<file path="src/rtl/core/cpep_pkg.sv">
// Shared types and constants of the caliper edge finder.
package cpep_pkg;

    // Result and configuration field widths.
    localparam int INDEX_W     = 10;
    localparam int SUBINDEX_W  = 18;
    localparam int STRENGTH_W  = 16;
    localparam int GRADIENT_W  = 17;
    localparam int THRESHOLD_W = 16;
    localparam int CFG_INDEX_W = 2;
    localparam int CFG_DATA_W  = 16;

    // Fraction bits of the refined position.
    localparam int FRAC_BITS = 8;

    // Number of jobs that the queue between front and back holds.
    localparam int QUEUE_DEPTH = 4;

    // Register indexes.
    localparam logic [CFG_INDEX_W-1:0] REG_POLARITY  = 2'd0;
    localparam logic [CFG_INDEX_W-1:0] REG_THRESHOLD = 2'd1;
    localparam logic [CFG_INDEX_W-1:0] REG_SUBPIXEL  = 2'd2;

    // Polarity codes.
    localparam logic [1:0] POL_ANY     = 2'd0;
    localparam logic [1:0] POL_RISING  = 2'd1;
    localparam logic [1:0] POL_FALLING = 2'd2;

    typedef struct packed {
        logic [1:0]             polarity;
        logic [THRESHOLD_W-1:0] threshold;
        logic                   subpixel;
    } cfg_t;

    // Control part of a job passed from front to back.
    typedef struct packed {
        logic update;
        logic report;
        logic found;
        logic overflow;
        logic subpixel;
    } job_ctrl_t;

endpackage

</file>
<file path="src/rtl/core/cpep_sample_if.sv">
// Sample channel: one profile sample per word.
interface cpep_sample_if #(
    parameter int SAMPLE_BITS = 16
) ();
    logic                   valid;
    logic                   ready;
    logic [SAMPLE_BITS-1:0] sample_value;
    logic                   sample_valid;
    logic                   last_sample;

    modport source (
        output valid, sample_value, sample_valid, last_sample,
        input  ready
    );
    modport sink (
        input  valid, sample_value, sample_valid, last_sample,
        output ready
    );
endinterface

</file>
<file path="src/rtl/core/cpep_result_if.sv">
// Result channel: one edge report per word.
interface cpep_result_if ();
    import cpep_pkg::*;

    logic                         valid;
    logic                         ready;
    logic                         edge_found;
    logic [INDEX_W-1:0]           edge_index;
    logic [SUBINDEX_W-1:0]        edge_subindex;
    logic [STRENGTH_W-1:0]        edge_strength;
    logic signed [GRADIENT_W-1:0] edge_gradient;
    logic                         profile_overflow;

    modport source (
        output valid, edge_found, edge_index, edge_subindex, edge_strength,
               edge_gradient, profile_overflow,
        input  ready
    );
    modport sink (
        input  valid, edge_found, edge_index, edge_subindex, edge_strength,
               edge_gradient, profile_overflow,
        output ready
    );
endinterface

</file>
<file path="src/rtl/core/cpep_cfg_if.sv">
// Configuration write channel: register index and write data per word.
interface cpep_cfg_if ();
    import cpep_pkg::*;

    logic                   valid;
    logic                   ready;
    logic [CFG_INDEX_W-1:0] index;
    logic [CFG_DATA_W-1:0]  data;

    modport source (
        output valid, index, data,
        input  ready
    );
    modport sink (
        input  valid, index, data,
        output ready
    );
endinterface

</file>
<file path="src/rtl/core/cpep_queue.sv">
// Small job queue between the front and the back of the edge finder.
module cpep_queue #(
    parameter int WIDTH = 8,
    parameter int DEPTH = 4
) (
    input  logic             clk,
    input  logic             rst_n,
    input  logic             push,
    input  logic [WIDTH-1:0] push_data,
    input  logic             pop,
    output logic [WIDTH-1:0] pop_data,
    output logic             full,
    output logic             empty
);
    localparam int PTR_W = (DEPTH > 1) ? $clog2(DEPTH) : 1;
    localparam int CNT_W = $clog2(DEPTH + 1);

    logic [WIDTH-1:0] mem_reg [DEPTH];
    logic [PTR_W-1:0] wr_ptr_reg, wr_ptr_next;
    logic [PTR_W-1:0] rd_ptr_reg, rd_ptr_next;
    logic [CNT_W-1:0] count_reg, count_next;
    logic             do_push;
    logic             do_pop;

    assign full     = (count_reg == CNT_W'(DEPTH));
    assign empty    = (count_reg == '0);
    assign do_push  = push && !full;
    assign do_pop   = pop && !empty;
    assign pop_data = mem_reg[rd_ptr_reg];

    // Pointer and fill count update.
    always_comb
    begin
        wr_ptr_next = wr_ptr_reg;
        rd_ptr_next = rd_ptr_reg;
        count_next  = count_reg;
        if (do_push)
        begin
            wr_ptr_next = (wr_ptr_reg == PTR_W'(DEPTH - 1)) ? '0 : wr_ptr_reg + 1'b1;
        end
        if (do_pop)
        begin
            rd_ptr_next = (rd_ptr_reg == PTR_W'(DEPTH - 1)) ? '0 : rd_ptr_reg + 1'b1;
        end
        if (do_push && !do_pop)
        begin
            count_next = count_reg + 1'b1;
        end
        else if (do_pop && !do_push)
        begin
            count_next = count_reg - 1'b1;
        end
    end

    always_ff @(posedge clk or negedge rst_n)
    begin
        if (!rst_n)
        begin
            wr_ptr_reg <= '0;
            rd_ptr_reg <= '0;
            count_reg  <= '0;
        end
        else
        begin
            wr_ptr_reg <= wr_ptr_next;
            rd_ptr_reg <= rd_ptr_next;
            count_reg  <= count_next;
        end
    end

    // Job storage.
    always_ff @(posedge clk)
    begin
        if (do_push)
        begin
            mem_reg[wr_ptr_reg] <= push_data;
        end
    end

endmodule

</file>
<file path="src/rtl/core/cpep_front.sv">
// Front of the edge finder: gradient, score, peak detection and best tracking.
module cpep_front #(
    parameter int MAX_SAMPLES = 1024,
    parameter int SAMPLE_BITS = 16
) (
    input  logic                                   clk,
    input  logic                                   rst_n,
    cpep_sample_if.sink                            sample_ch,
    input  cpep_pkg::cfg_t                         cfg,
    input  logic                                   queue_full,
    output logic                                   job_push,
    output cpep_pkg::job_ctrl_t                    job_ctrl,
    output logic [SAMPLE_BITS-1:0]                 job_a,
    output logic [SAMPLE_BITS-1:0]                 job_b,
    output logic [SAMPLE_BITS-1:0]                 job_c,
    output logic [$clog2(MAX_SAMPLES + 1)-1:0]     job_index,
    output logic signed [SAMPLE_BITS:0]            job_gradient
);
    import cpep_pkg::*;

    localparam int CW = $clog2(MAX_SAMPLES + 1);
    localparam int GW = SAMPLE_BITS + 1;

    // Profile control state.
    logic [CW-1:0]          count_reg, count_next;
    logic                   found_reg, found_next;
    logic [SAMPLE_BITS-1:0] best_reg, best_next;
    logic                   ovf_reg, ovf_next;

    // Sliding windows; refilled before use after every profile start.
    logic [SAMPLE_BITS-1:0] value0_reg, value1_reg;
    logic                   vld0_reg, vld1_reg;
    logic [SAMPLE_BITS-1:0] score0_reg, score1_reg;
    logic signed [GW-1:0]   grad1_reg;

    logic                   accept;
    logic                   saturated;
    logic                   feed;
    logic signed [GW-1:0]   grad;
    logic signed [GW-1:0]   grad_mag;
    logic                   grad_neg;
    logic                   pol_ok;
    logic [SAMPLE_BITS-1:0] score;
    logic                   above_thr;
    logic                   is_peak;
    logic                   update;

    assign sample_ch.ready = !queue_full;
    assign accept          = sample_ch.valid && sample_ch.ready;
    assign saturated       = (count_reg == CW'(MAX_SAMPLES));
    assign feed            = !saturated;

    // Central difference, zero when a neighbour is missing or at the profile start.
    always_comb
    begin
        grad = '0;
        if ((count_reg >= CW'(2)) && vld0_reg && sample_ch.sample_valid)
        begin
            grad = $signed({1'b0, sample_ch.sample_value}) - $signed({1'b0, value0_reg});
        end
        grad_neg = grad[GW-1];
        grad_mag = grad_neg ? -grad : grad;
    end

    // Score by polarity; code three behaves as any edge.
    always_comb
    begin
        unique case (cfg.polarity)
            POL_RISING:  pol_ok = !grad_neg && (grad != '0);
            POL_FALLING: pol_ok = grad_neg;
            default:     pol_ok = 1'b1;
        endcase
        score = pol_ok ? grad_mag[SAMPLE_BITS-1:0] : '0;
    end

    // Peak test on the middle score of the window.
    always_comb
    begin
        above_thr = {{THRESHOLD_W{1'b0}}, score1_reg} >= {{SAMPLE_BITS{1'b0}}, cfg.threshold};
        is_peak   = (count_reg >= CW'(4)) && above_thr
                    && (score1_reg >= score0_reg) && (score1_reg >= score);
        update    = feed && is_peak && (!found_reg || (score1_reg > best_reg));
    end

    // Job towards the back: a best-peak update, an end-of-profile report, or both.
    always_comb
    begin
        job_push          = accept && (update || sample_ch.last_sample);
        job_ctrl.update   = update;
        job_ctrl.report   = sample_ch.last_sample;
        job_ctrl.found    = found_reg || update;
        job_ctrl.overflow = ovf_reg || saturated;
        job_ctrl.subpixel = cfg.subpixel;
        job_a             = score0_reg;
        job_b             = score1_reg;
        job_c             = score;
        job_index         = count_reg - CW'(2);
        job_gradient      = grad1_reg;
    end

    // Profile control update.
    always_comb
    begin
        count_next = count_reg;
        found_next = found_reg;
        best_next  = best_reg;
        ovf_next   = ovf_reg;
        if (accept)
        begin
            if (sample_ch.last_sample)
            begin
                count_next = '0;
                found_next = 1'b0;
                best_next  = '0;
                ovf_next   = 1'b0;
            end
            else if (saturated)
            begin
                ovf_next = 1'b1;
            end
            else
            begin
                count_next = count_reg + 1'b1;
                if (update)
                begin
                    found_next = 1'b1;
                    best_next  = score1_reg;
                end
            end
        end
    end

    always_ff @(posedge clk or negedge rst_n)
    begin
        if (!rst_n)
        begin
            count_reg <= '0;
            found_reg <= 1'b0;
            best_reg  <= '0;
            ovf_reg   <= 1'b0;
            vld0_reg  <= 1'b0;
            vld1_reg  <= 1'b0;
        end
        else
        begin
            count_reg <= count_next;
            found_reg <= found_next;
            best_reg  <= best_next;
            ovf_reg   <= ovf_next;
            if (accept && feed)
            begin
                vld0_reg <= vld1_reg;
                vld1_reg <= sample_ch.sample_valid;
            end
        end
    end

    // Window shift on every sample taken into detection.
    always_ff @(posedge clk)
    begin
        if (accept && feed)
        begin
            value0_reg <= value1_reg;
            value1_reg <= sample_ch.sample_value;
            score0_reg <= score1_reg;
            score1_reg <= score;
            grad1_reg  <= grad;
        end
    end

endmodule

</file>
<file path="src/rtl/core/cpep_back.sv">
// Back of the edge finder: sub-sample refinement divider, best peak and result register.
module cpep_back #(
    parameter int MAX_SAMPLES = 1024,
    parameter int SAMPLE_BITS = 16
) (
    input  logic                               clk,
    input  logic                               rst_n,
    input  logic                               job_valid,
    input  cpep_pkg::job_ctrl_t                job_ctrl,
    input  logic [SAMPLE_BITS-1:0]             job_a,
    input  logic [SAMPLE_BITS-1:0]             job_b,
    input  logic [SAMPLE_BITS-1:0]             job_c,
    input  logic [$clog2(MAX_SAMPLES + 1)-1:0] job_index,
    input  logic signed [SAMPLE_BITS:0]        job_gradient,
    output logic                               job_pop,
    cpep_result_if.source                      result_ch
);
    import cpep_pkg::*;

    localparam int CW        = $clog2(MAX_SAMPLES + 1);
    localparam int GW        = SAMPLE_BITS + 1;
    localparam int NUM_SHIFT = FRAC_BITS - 1;
    localparam int NW        = SAMPLE_BITS + NUM_SHIFT;
    localparam int DW        = SAMPLE_BITS + 1 + NUM_SHIFT;
    localparam int STEP_W    = $clog2(FRAC_BITS);
    localparam int DELTA_W   = FRAC_BITS + 2;
    localparam int SUBW      = (CW + FRAC_BITS + 2 > SUBINDEX_W) ? CW + FRAC_BITS + 2 : SUBINDEX_W;

    localparam logic [1:0] ST_IDLE = 2'd0;
    localparam logic [1:0] ST_DIV  = 2'd1;
    localparam logic [1:0] ST_FIN  = 2'd2;

    logic [1:0]             state_reg, state_next;
    job_ctrl_t              ctrl_reg, ctrl_next;
    logic [SAMPLE_BITS-1:0] strength_reg, strength_next;
    logic [CW-1:0]          index_reg, index_next;
    logic signed [GW-1:0]   grad_reg, grad_next;
    logic                   neg_reg, neg_next;
    logic [NW-1:0]          rem_reg, rem_next;
    logic [DW-1:0]          den_reg, den_next;
    logic [FRAC_BITS-1:0]   quo_reg, quo_next;
    logic [STEP_W-1:0]      step_reg, step_next;

    logic [INDEX_W-1:0]           best_index_reg;
    logic [SUBINDEX_W-1:0]        best_sub_reg;
    logic [STRENGTH_W-1:0]        best_strength_reg;
    logic signed [GRADIENT_W-1:0] best_grad_reg;

    logic                         out_valid_reg, out_valid_next;
    logic                         out_found_reg;
    logic [INDEX_W-1:0]           out_index_reg;
    logic [SUBINDEX_W-1:0]        out_sub_reg;
    logic [STRENGTH_W-1:0]        out_strength_reg;
    logic signed [GRADIENT_W-1:0] out_grad_reg;
    logic                         out_ovf_reg;

    // Load-time operands of the refinement.
    logic                         ac_neg;
    logic [SAMPLE_BITS-1:0]       ac_mag;
    logic [SAMPLE_BITS+1:0]       den_full;
    logic [SAMPLE_BITS:0]         den_mag;

    // Divider step.
    logic                         div_ge;

    // Fresh best values formed from the finished job.
    logic signed [DELTA_W-1:0]    delta;
    logic [SUBW-1:0]              sub_full;
    logic [CW+INDEX_W-1:0]        index_ext;
    logic [SAMPLE_BITS+STRENGTH_W-1:0] strength_ext;
    logic [GW+GRADIENT_W-1:0]     grad_ext;
    logic [INDEX_W-1:0]           sel_index;
    logic [SUBINDEX_W-1:0]        sel_sub;
    logic [STRENGTH_W-1:0]        sel_strength;
    logic signed [GRADIENT_W-1:0] sel_grad;

    logic                         slot_free;
    logic                         write_best;
    logic                         load_out;

    // With b at least a and c, |a - c| never exceeds |a - 2b + c|, so the
    // quotient stays within 128 and the clamp to one sample never applies.
    always_comb
    begin
        ac_neg   = job_a > job_c;
        ac_mag   = ac_neg ? (job_a - job_c) : (job_c - job_a);
        den_full = ({2'b00, job_b} << 1) - {2'b00, job_a} - {2'b00, job_c};
        den_mag  = den_full[SAMPLE_BITS:0];
    end

    assign div_ge = {1'b0, rem_reg} >= den_reg;

    // Offset sign is opposite to that of a - c, since the denominator is never positive.
    always_comb
    begin
        delta        = neg_reg ? -$signed({2'b00, quo_reg}) : $signed({2'b00, quo_reg});
        sub_full     = ({{(SUBW - CW){1'b0}}, index_reg} << FRAC_BITS)
                       + {{(SUBW - DELTA_W){delta[DELTA_W-1]}}, delta};
        index_ext    = {{INDEX_W{1'b0}}, index_reg};
        strength_ext = {{STRENGTH_W{1'b0}}, strength_reg};
        grad_ext     = {{GRADIENT_W{grad_reg[GW-1]}}, grad_reg};
    end

    // Result takes the fresh values when this job also updates the best peak.
    always_comb
    begin
        if (ctrl_reg.update)
        begin
            sel_index    = index_ext[INDEX_W-1:0];
            sel_sub      = sub_full[SUBINDEX_W-1:0];
            sel_strength = strength_ext[STRENGTH_W-1:0];
            sel_grad     = grad_ext[GRADIENT_W-1:0];
        end
        else
        begin
            sel_index    = best_index_reg;
            sel_sub      = best_sub_reg;
            sel_strength = best_strength_reg;
            sel_grad     = best_grad_reg;
        end
    end

    assign slot_free = !out_valid_reg || result_ch.ready;

    // Job sequencer.
    always_comb
    begin
        state_next    = state_reg;
        ctrl_next     = ctrl_reg;
        strength_next = strength_reg;
        index_next    = index_reg;
        grad_next     = grad_reg;
        neg_next      = neg_reg;
        rem_next      = rem_reg;
        den_next      = den_reg;
        quo_next      = quo_reg;
        step_next     = step_reg;
        job_pop       = 1'b0;
        write_best    = 1'b0;
        load_out      = 1'b0;
        unique case (state_reg)
            ST_IDLE:
            begin
                if (job_valid)
                begin
                    job_pop       = 1'b1;
                    ctrl_next     = job_ctrl;
                    strength_next = job_b;
                    index_next    = job_index;
                    grad_next     = job_gradient;
                    neg_next      = ac_neg;
                    rem_next      = {ac_mag, {NUM_SHIFT{1'b0}}};
                    den_next      = {den_mag, {NUM_SHIFT{1'b0}}};
                    quo_next      = '0;
                    step_next     = STEP_W'(FRAC_BITS - 1);
                    if (job_ctrl.update && job_ctrl.subpixel && (den_mag != '0))
                    begin
                        state_next = ST_DIV;
                    end
                    else
                    begin
                        state_next = ST_FIN;
                    end
                end
            end
            ST_DIV:
            begin
                // One quotient bit per cycle, restoring.
                if (div_ge)
                begin
                    rem_next = rem_reg - den_reg[NW-1:0];
                end
                den_next = den_reg >> 1;
                quo_next = {quo_reg[FRAC_BITS-2:0], div_ge};
                if (step_reg == '0)
                begin
                    state_next = ST_FIN;
                end
                else
                begin
                    step_next = step_reg - 1'b1;
                end
            end
            ST_FIN:
            begin
                write_best = ctrl_reg.update;
                if (!ctrl_reg.report)
                begin
                    state_next = ST_IDLE;
                end
                else if (slot_free)
                begin
                    load_out   = 1'b1;
                    state_next = ST_IDLE;
                end
            end
            default:
            begin
                state_next = ST_IDLE;
            end
        endcase
    end

    // Output register: holds the word until it is taken.
    always_comb
    begin
        out_valid_next = out_valid_reg;
        if (out_valid_reg && result_ch.ready)
        begin
            out_valid_next = 1'b0;
        end
        if (load_out)
        begin
            out_valid_next = 1'b1;
        end
    end

    always_ff @(posedge clk or negedge rst_n)
    begin
        if (!rst_n)
        begin
            state_reg     <= ST_IDLE;
            out_valid_reg <= 1'b0;
        end
        else
        begin
            state_reg     <= state_next;
            out_valid_reg <= out_valid_next;
        end
    end

    // Job operands and divider.
    always_ff @(posedge clk)
    begin
        ctrl_reg     <= ctrl_next;
        strength_reg <= strength_next;
        index_reg    <= index_next;
        grad_reg     <= grad_next;
        neg_reg      <= neg_next;
        rem_reg      <= rem_next;
        den_reg      <= den_next;
        quo_reg      <= quo_next;
        step_reg     <= step_next;
    end

    // Best peak of the current profile; only read when a peak was found.
    always_ff @(posedge clk)
    begin
        if (write_best)
        begin
            best_index_reg    <= index_ext[INDEX_W-1:0];
            best_sub_reg      <= sub_full[SUBINDEX_W-1:0];
            best_strength_reg <= strength_ext[STRENGTH_W-1:0];
            best_grad_reg     <= grad_ext[GRADIENT_W-1:0];
        end
    end

    // Result payload; all peak fields read zero when no peak qualified.
    always_ff @(posedge clk)
    begin
        if (load_out)
        begin
            out_found_reg    <= ctrl_reg.found;
            out_index_reg    <= ctrl_reg.found ? sel_index : '0;
            out_sub_reg      <= ctrl_reg.found ? sel_sub : '0;
            out_strength_reg <= ctrl_reg.found ? sel_strength : '0;
            out_grad_reg     <= ctrl_reg.found ? sel_grad : '0;
            out_ovf_reg      <= ctrl_reg.overflow;
        end
    end

    assign result_ch.valid            = out_valid_reg;
    assign result_ch.edge_found       = out_found_reg;
    assign result_ch.edge_index       = out_index_reg;
    assign result_ch.edge_subindex    = out_sub_reg;
    assign result_ch.edge_strength    = out_strength_reg;
    assign result_ch.edge_gradient    = out_grad_reg;
    assign result_ch.profile_overflow = out_ovf_reg;

endmodule

</file>
<file path="src/rtl/core/caliper_profile_edge_peak.sv">
// Caliper edge finder: one sample per cycle while the job queue has room.
// A profile's result goes through the job queue, the back and the output register.
// Only best-peak updates with refinement use the back divider; one job at a time.
// The front stalls only when the 4-entry job queue between front and back is full.
// Reset clears the profile state, the queue and the output register; registers return to
// polarity any, threshold zero and refinement on.
module caliper_profile_edge_peak #(
    parameter int MAX_SAMPLES = 1024,
    parameter int SAMPLE_BITS = 16
) (
    input  logic          clk,
    input  logic          rst_n,
    cpep_sample_if.sink   sample_ch,
    cpep_result_if.source result_ch,
    cpep_cfg_if.sink      cfg_ch
);
    import cpep_pkg::*;

    localparam int CW    = $clog2(MAX_SAMPLES + 1);
    localparam int GW    = SAMPLE_BITS + 1;
    localparam int JOB_W = $bits(job_ctrl_t) + 3 * SAMPLE_BITS + CW + GW;

    cfg_t                   cfg_reg;

    logic                   f_push;
    job_ctrl_t              f_ctrl;
    logic [SAMPLE_BITS-1:0] f_a, f_b, f_c;
    logic [CW-1:0]          f_index;
    logic signed [GW-1:0]   f_gradient;

    logic [JOB_W-1:0]       push_word;
    logic [JOB_W-1:0]       pop_word;
    logic                   q_full;
    logic                   q_empty;
    logic                   q_pop;

    job_ctrl_t              b_ctrl;
    logic [SAMPLE_BITS-1:0] b_a, b_b, b_c;
    logic [CW-1:0]          b_index;
    logic signed [GW-1:0]   b_gradient;

    // Configuration registers; writes are always taken.
    assign cfg_ch.ready = 1'b1;

    always_ff @(posedge clk or negedge rst_n)
    begin
        if (!rst_n)
        begin
            cfg_reg.polarity  <= POL_ANY;
            cfg_reg.threshold <= '0;
            cfg_reg.subpixel  <= 1'b1;
        end
        else if (cfg_ch.valid)
        begin
            unique case (cfg_ch.index)
                REG_POLARITY:  cfg_reg.polarity  <= cfg_ch.data[1:0];
                REG_THRESHOLD: cfg_reg.threshold <= cfg_ch.data[THRESHOLD_W-1:0];
                REG_SUBPIXEL:  cfg_reg.subpixel  <= cfg_ch.data[0];
                default:       cfg_reg           <= cfg_reg;
            endcase
        end
    end

    cpep_front #(
        .MAX_SAMPLES (MAX_SAMPLES),
        .SAMPLE_BITS (SAMPLE_BITS)
    ) u_front (
        .clk          (clk),
        .rst_n        (rst_n),
        .sample_ch    (sample_ch),
        .cfg          (cfg_reg),
        .queue_full   (q_full),
        .job_push     (f_push),
        .job_ctrl     (f_ctrl),
        .job_a        (f_a),
        .job_b        (f_b),
        .job_c        (f_c),
        .job_index    (f_index),
        .job_gradient (f_gradient)
    );

    assign push_word = {f_ctrl, f_a, f_b, f_c, f_index, f_gradient};

    cpep_queue #(
        .WIDTH (JOB_W),
        .DEPTH (QUEUE_DEPTH)
    ) u_queue (
        .clk       (clk),
        .rst_n     (rst_n),
        .push      (f_push),
        .push_data (push_word),
        .pop       (q_pop),
        .pop_data  (pop_word),
        .full      (q_full),
        .empty     (q_empty)
    );

    assign {b_ctrl, b_a, b_b, b_c, b_index, b_gradient} = pop_word;

    cpep_back #(
        .MAX_SAMPLES (MAX_SAMPLES),
        .SAMPLE_BITS (SAMPLE_BITS)
    ) u_back (
        .clk          (clk),
        .rst_n        (rst_n),
        .job_valid    (!q_empty),
        .job_ctrl     (b_ctrl),
        .job_a        (b_a),
        .job_b        (b_b),
        .job_c        (b_c),
        .job_index    (b_index),
        .job_gradient (b_gradient),
        .job_pop      (q_pop),
        .result_ch    (result_ch)
    );

endmodule

</file>
<file path="src/flat_wrapper.sv">
// flat-port wrapper written by rule: the top's interface ports become plain ports
module caliper_profile_edge_peak_flat import cpep_pkg::*;
#(
    parameter int MAX_SAMPLES = 1024,
    parameter int SAMPLE_BITS = 16
)
  (clk, rst_n, sample_ch_valid, sample_ch_sample_value, sample_ch_sample_valid, sample_ch_last_sample, sample_ch_ready, result_ch_valid, result_ch_edge_found, result_ch_edge_index, result_ch_edge_subindex, result_ch_edge_strength, result_ch_edge_gradient, result_ch_profile_overflow, result_ch_ready, cfg_ch_valid, cfg_ch_index, cfg_ch_data, cfg_ch_ready);
  cpep_sample_if #(.SAMPLE_BITS(SAMPLE_BITS)) sample_ch_i ();
  cpep_result_if result_ch_i ();
  cpep_cfg_if cfg_ch_i ();
  input  logic clk;
  input  logic rst_n;
  input wire logic [$bits(sample_ch_i.valid)-1:0] sample_ch_valid;
  input wire logic [$bits(sample_ch_i.sample_value)-1:0] sample_ch_sample_value;
  input wire logic [$bits(sample_ch_i.sample_valid)-1:0] sample_ch_sample_valid;
  input wire logic [$bits(sample_ch_i.last_sample)-1:0] sample_ch_last_sample;
  output wire logic [$bits(sample_ch_i.ready)-1:0] sample_ch_ready;
  output wire logic [$bits(result_ch_i.valid)-1:0] result_ch_valid;
  output wire logic [$bits(result_ch_i.edge_found)-1:0] result_ch_edge_found;
  output wire logic [$bits(result_ch_i.edge_index)-1:0] result_ch_edge_index;
  output wire logic [$bits(result_ch_i.edge_subindex)-1:0] result_ch_edge_subindex;
  output wire logic [$bits(result_ch_i.edge_strength)-1:0] result_ch_edge_strength;
  output wire logic [$bits(result_ch_i.edge_gradient)-1:0] result_ch_edge_gradient;
  output wire logic [$bits(result_ch_i.profile_overflow)-1:0] result_ch_profile_overflow;
  input wire logic [$bits(result_ch_i.ready)-1:0] result_ch_ready;
  input wire logic [$bits(cfg_ch_i.valid)-1:0] cfg_ch_valid;
  input wire logic [$bits(cfg_ch_i.index)-1:0] cfg_ch_index;
  input wire logic [$bits(cfg_ch_i.data)-1:0] cfg_ch_data;
  output wire logic [$bits(cfg_ch_i.ready)-1:0] cfg_ch_ready;
  assign sample_ch_i.valid = sample_ch_valid;
  assign sample_ch_i.sample_value = sample_ch_sample_value;
  assign sample_ch_i.sample_valid = sample_ch_sample_valid;
  assign sample_ch_i.last_sample = sample_ch_last_sample;
  assign sample_ch_ready = sample_ch_i.ready;
  assign result_ch_valid = result_ch_i.valid;
  assign result_ch_edge_found = result_ch_i.edge_found;
  assign result_ch_edge_index = result_ch_i.edge_index;
  assign result_ch_edge_subindex = result_ch_i.edge_subindex;
  assign result_ch_edge_strength = result_ch_i.edge_strength;
  assign result_ch_edge_gradient = result_ch_i.edge_gradient;
  assign result_ch_profile_overflow = result_ch_i.profile_overflow;
  assign result_ch_i.ready = result_ch_ready;
  assign cfg_ch_i.valid = cfg_ch_valid;
  assign cfg_ch_i.index = cfg_ch_index;
  assign cfg_ch_i.data = cfg_ch_data;
  assign cfg_ch_ready = cfg_ch_i.ready;
  caliper_profile_edge_peak #(.MAX_SAMPLES(MAX_SAMPLES), .SAMPLE_BITS(SAMPLE_BITS)) u_core (.clk(clk), .rst_n(rst_n), .sample_ch(sample_ch_i), .result_ch(result_ch_i), .cfg_ch(cfg_ch_i));
endmodule
</file>
<file path="config.mk">
export PLATFORM = sky130hd
export DESIGN_NAME = caliper_profile_edge_peak_flat
export DESIGN_NICKNAME = d
export VERILOG_FILES = /design/src/rtl/core/cpep_pkg.sv /design/src/rtl/core/cpep_sample_if.sv /design/src/rtl/core/cpep_result_if.sv /design/src/rtl/core/cpep_cfg_if.sv /design/src/rtl/core/cpep_queue.sv /design/src/rtl/core/cpep_front.sv /design/src/rtl/core/cpep_back.sv /design/src/rtl/core/caliper_profile_edge_peak.sv /design/src/flat_wrapper.sv
export SDC_FILE = /design/constraint.sdc
export NUM_CORES = 1
export LEC_CHECK = 0
export BUFFER_PORTS_ARGS = -buffer_cell sky130_fd_sc_hd__buf_2
export CAP_MARGIN = 20
export CORE_MARGIN = 1.5
export CORE_UTILIZATION = 63
export CTS_CLUSTER_DIAMETER = 150
export CTS_CLUSTER_SIZE = 30
export DETAILED_ROUTE_END_ITERATION = 12
export PLACE_DENSITY = 0.78
export SETUP_SLACK_MARGIN = 0.1
export SYNTH_ARGS = -nofsm -noshare
export SYNTH_HDL_FRONTEND = slang
export SYNTH_HIERARCHICAL = 1
export SYNTH_SLANG_ARGS = --single-unit
</file>
<file path="constraint.sdc">
create_clock -name clk -period 12.27 [get_ports clk]
set_clock_uncertainty 0.15 [all_clocks]
set_input_delay 0 -clock clk [delete_from_list [all_inputs] [get_ports clk]]
set_output_delay 0 -clock clk [all_outputs]
set_load 0.05 [all_outputs]
</file>
==> results_dict.tcl <==
set metrics [dict create \
    fin_tns_setup_ns 0 \
    clock_insertion_delay_worst_skew_ns 0.62 \
    layout_common_cells "sky130_fd_sc_hd__edfxtp_1 (631), sky130_fd_sc_hd__ha_1 (194), sky130_fd_sc_hd__inv_1 (185), sky130_fd_sc_hd__nor2_1 (113), sky130_fd_sc_hd__buf_2 (105)" \
    max_slew.worst_pin.slew_ns 1.09 \
    start_util_pct 63.6 \
    synth.avg_cell_area_um2 14.4 \
    cts.clk_slew.worst_paths_ns 0.11 \
    area.sequential_um2 20500 \
    slew_headroom_pct 26.8 \
    ff2ff_path_depth 27 \
    place_congestion 0.970 \
    timing.hold.worst.start "cfg_ch_data[0]" \
    die_area_um2 54300 \
    mostFrequentLayoutCell "sky130_fd_sc_hd__edfxtp_1" \
    timing.critical_path.to_type "flop" \
    syn_nets 2576 \
    nNetsFinal 2744 \
    whs_path_depth 3 \
    final-hold-violation-count 0 \
    avgViaCountPerCell 6.04 \
    pin_count_of_the_biggest_net_entering_global_routing 71 \
    final_max_slew_viol_count 0 \
    timing.rr.start "u_core/u_front/count_reg[1]$_DFFE_PN0P_" \
    synth-warning-count 6 \
    mappedNetlistArea_um2 33400 \
    1st_pass_router_iterations 6 \
    final-setup-viol-count 0 \
    setup.reg_to_reg.worst_slack_ns 3.97 \
    grt_usage_pct 25.8 \
    min_path_type "in2reg" \
    outcome "finished, final reports clean" \
    worst-endpoint-required_ns 12.36 \
    number_of_placed_i_o_pins 107 \
    grt_antenna_before_repair 0 \
    cp.arrival_ns 8.39 \
    critical_path.max_fanout 59 \
    cts_root_buf "sky130_fd_sc_hd__clkbuf_16" \
    cts_tree "yes" \
    hpwl_um 47700 \
    vias_in_the_first_global_route 19400 \
    fraction_of_layout_instances_using_a_drive_strength_above_1_pct 12.6 \
    detailroute.via_count 19300 \
    timing.fmax_mhz 121 \
    critPathLaunchType "flop" \
    clkSinkCount 691 \
    initialDrtViolationCount 1792 \
    period_needed_ns 8.30 \
    synth_cells 2320 \
    globalRouteOverflowTotal 0 \
    worst_r2r_endpoint "u_core/u_queue/mem_reg[3][2]$_DFFE_PP_" \
    cts-resized-gates 0 \
    cts_htree_levels 1 \
    multi_input_area_um2 11800 \
    area_growth_pct 8.51 \
    port_buffers 105 \
    n_antenna_cell 0 \
    std_cell_rows 84 \
    worst_setup_path_startpoint "u_core/u_front/count_reg[1]$_DFFE_PN0P_" \
    maxCapViolCount 0 \
    wire_length_of_the_first_global_routing_pass_um 108000 \
    max_reg_flops 320 \
    post_drt_wl_per_cell_um 21.7 \
    antenna_left 0 \
    crit_type "reg2reg" \
    cts_buffers 27 \
    worstHoldEndpoint "u_core/cfg_reg[0]$_DFFE_PN1P_" \
    die_height_um 233 \
    filler_cell_count 3521 \
    die_width_um 233 \
    design.core.area_um2 52400 \
    max-clock-path-buffers 3 \
    post-route-period-util_pct 67.6 \
    rsz0062_at_grt "no" \
    route.detailed.drc 0 \
    drt_wl_total_um 69300 \
]
==> per-stage QoR <==
step           area, um2  cells  util [%]  worst slack, ns  hold WS, ns
6_report           36200   3196      69.0             3.97       0.0706
5_1_grt            36200   3196      69.0             3.51       0.0489
4_1_cts            36200   3195      69.0             3.30       0.0425
3_5_place_dp       34500   3057      65.8             3.35       0.0454
3_3_place_gp       34500   3057      65.8             3.65       0.0461
2_1_floorplan      33400   2320         -             3.14       -0.446
==> routing by layer <==
metal / GRT usage (%) / wire length, um / vias up
met2: 43.6 / 34100 / 595
met1: 36.2 / 30100 / 9629
met4: 6.96 / 1780 / 0
met5: 0 / 0 / -
li1: - / - / 8981
met3: 2.54 / 3270 / 88
==> worst max-delay path: stages, from the launching register on <==
cell and delay, ns:
sky130_fd_sc_hd__dfrtp_1 0.49, sky130_fd_sc_hd__inv_1 0.19, sky130_fd_sc_hd__ha_1 0.23, sky130_fd_sc_hd__or4b_4 0.54
sky130_fd_sc_hd__a2111oi_4 0.54, sky130_fd_sc_hd__or2_1 0.42, sky130_fd_sc_hd__nor2_1 0.16, sky130_fd_sc_hd__inv_1 0.10
sky130_fd_sc_hd__ha_1 0.19, sky130_fd_sc_hd__o21ai_0 0.22, sky130_fd_sc_hd__nor3_2 0.34, sky130_fd_sc_hd__nand4_2 0.17
sky130_fd_sc_hd__a311o_1 0.64, sky130_fd_sc_hd__nand2_1 0.17, sky130_fd_sc_hd__ha_1 0.17, sky130_fd_sc_hd__a21o_1 0.13
sky130_fd_sc_hd__a21o_1 0.11, sky130_fd_sc_hd__a211o_1 0.12, sky130_fd_sc_hd__o211ai_1 0.08, sky130_fd_sc_hd__a21oi_1 0.16
sky130_fd_sc_hd__a211oi_1 0.10, sky130_fd_sc_hd__nor3_1 0.20, sky130_fd_sc_hd__clkbuf_4 0.24, sky130_fd_sc_hd__nand2_1 0.28
sky130_fd_sc_hd__nand2_1 0.20, sky130_fd_sc_hd__nand2_1 0.11, sky130_fd_sc_hd__nor2_4 0.59, sky130_fd_sc_hd__buf_4 0.77
==> layout make-up <==
| class | count | area share (%) |
|---|---|---|
| multi-input combinational | 1366 | 32.6 |
| clock buffer | 47 | 2.10 |
| timing repair buffer | 214 | 4.33 |
| tap | 688 | 2.38 |
| clock inverter | 2 | 0.107 |
| inverter | 188 | 1.95 |
| sequential | 691 | 56.5 |
==> worst max-delay path by stage <==
stage                                         endpoint  cells after the start
2_1_floorplan   u_core/u_queue/mem_reg[3][0]$_DFFE_PP_                     27
3_3_place_gp   u_core/u_queue/mem_reg[3][15]$_DFFE_PP_                     26
3_5_place_dp   u_core/u_queue/mem_reg[3][23]$_DFFE_PP_                     26
4_1_cts        u_core/u_queue/mem_reg[3][19]$_DFFE_PP_                     26
5_1_grt        u_core/u_queue/mem_reg[3][19]$_DFFE_PP_                     27
6_report        u_core/u_queue/mem_reg[3][2]$_DFFE_PP_                     27
==> repair_timing <==
action | in CTS | in global routing
buffers inserted | 0 | 0
hold buffers | 89 | 0
endpoints found under the hold margin | 130 | 0
Power is left out: the tool's default activity adds up to more than one toggle a clock period on the data nets, which glitch-free logic cannot reach.
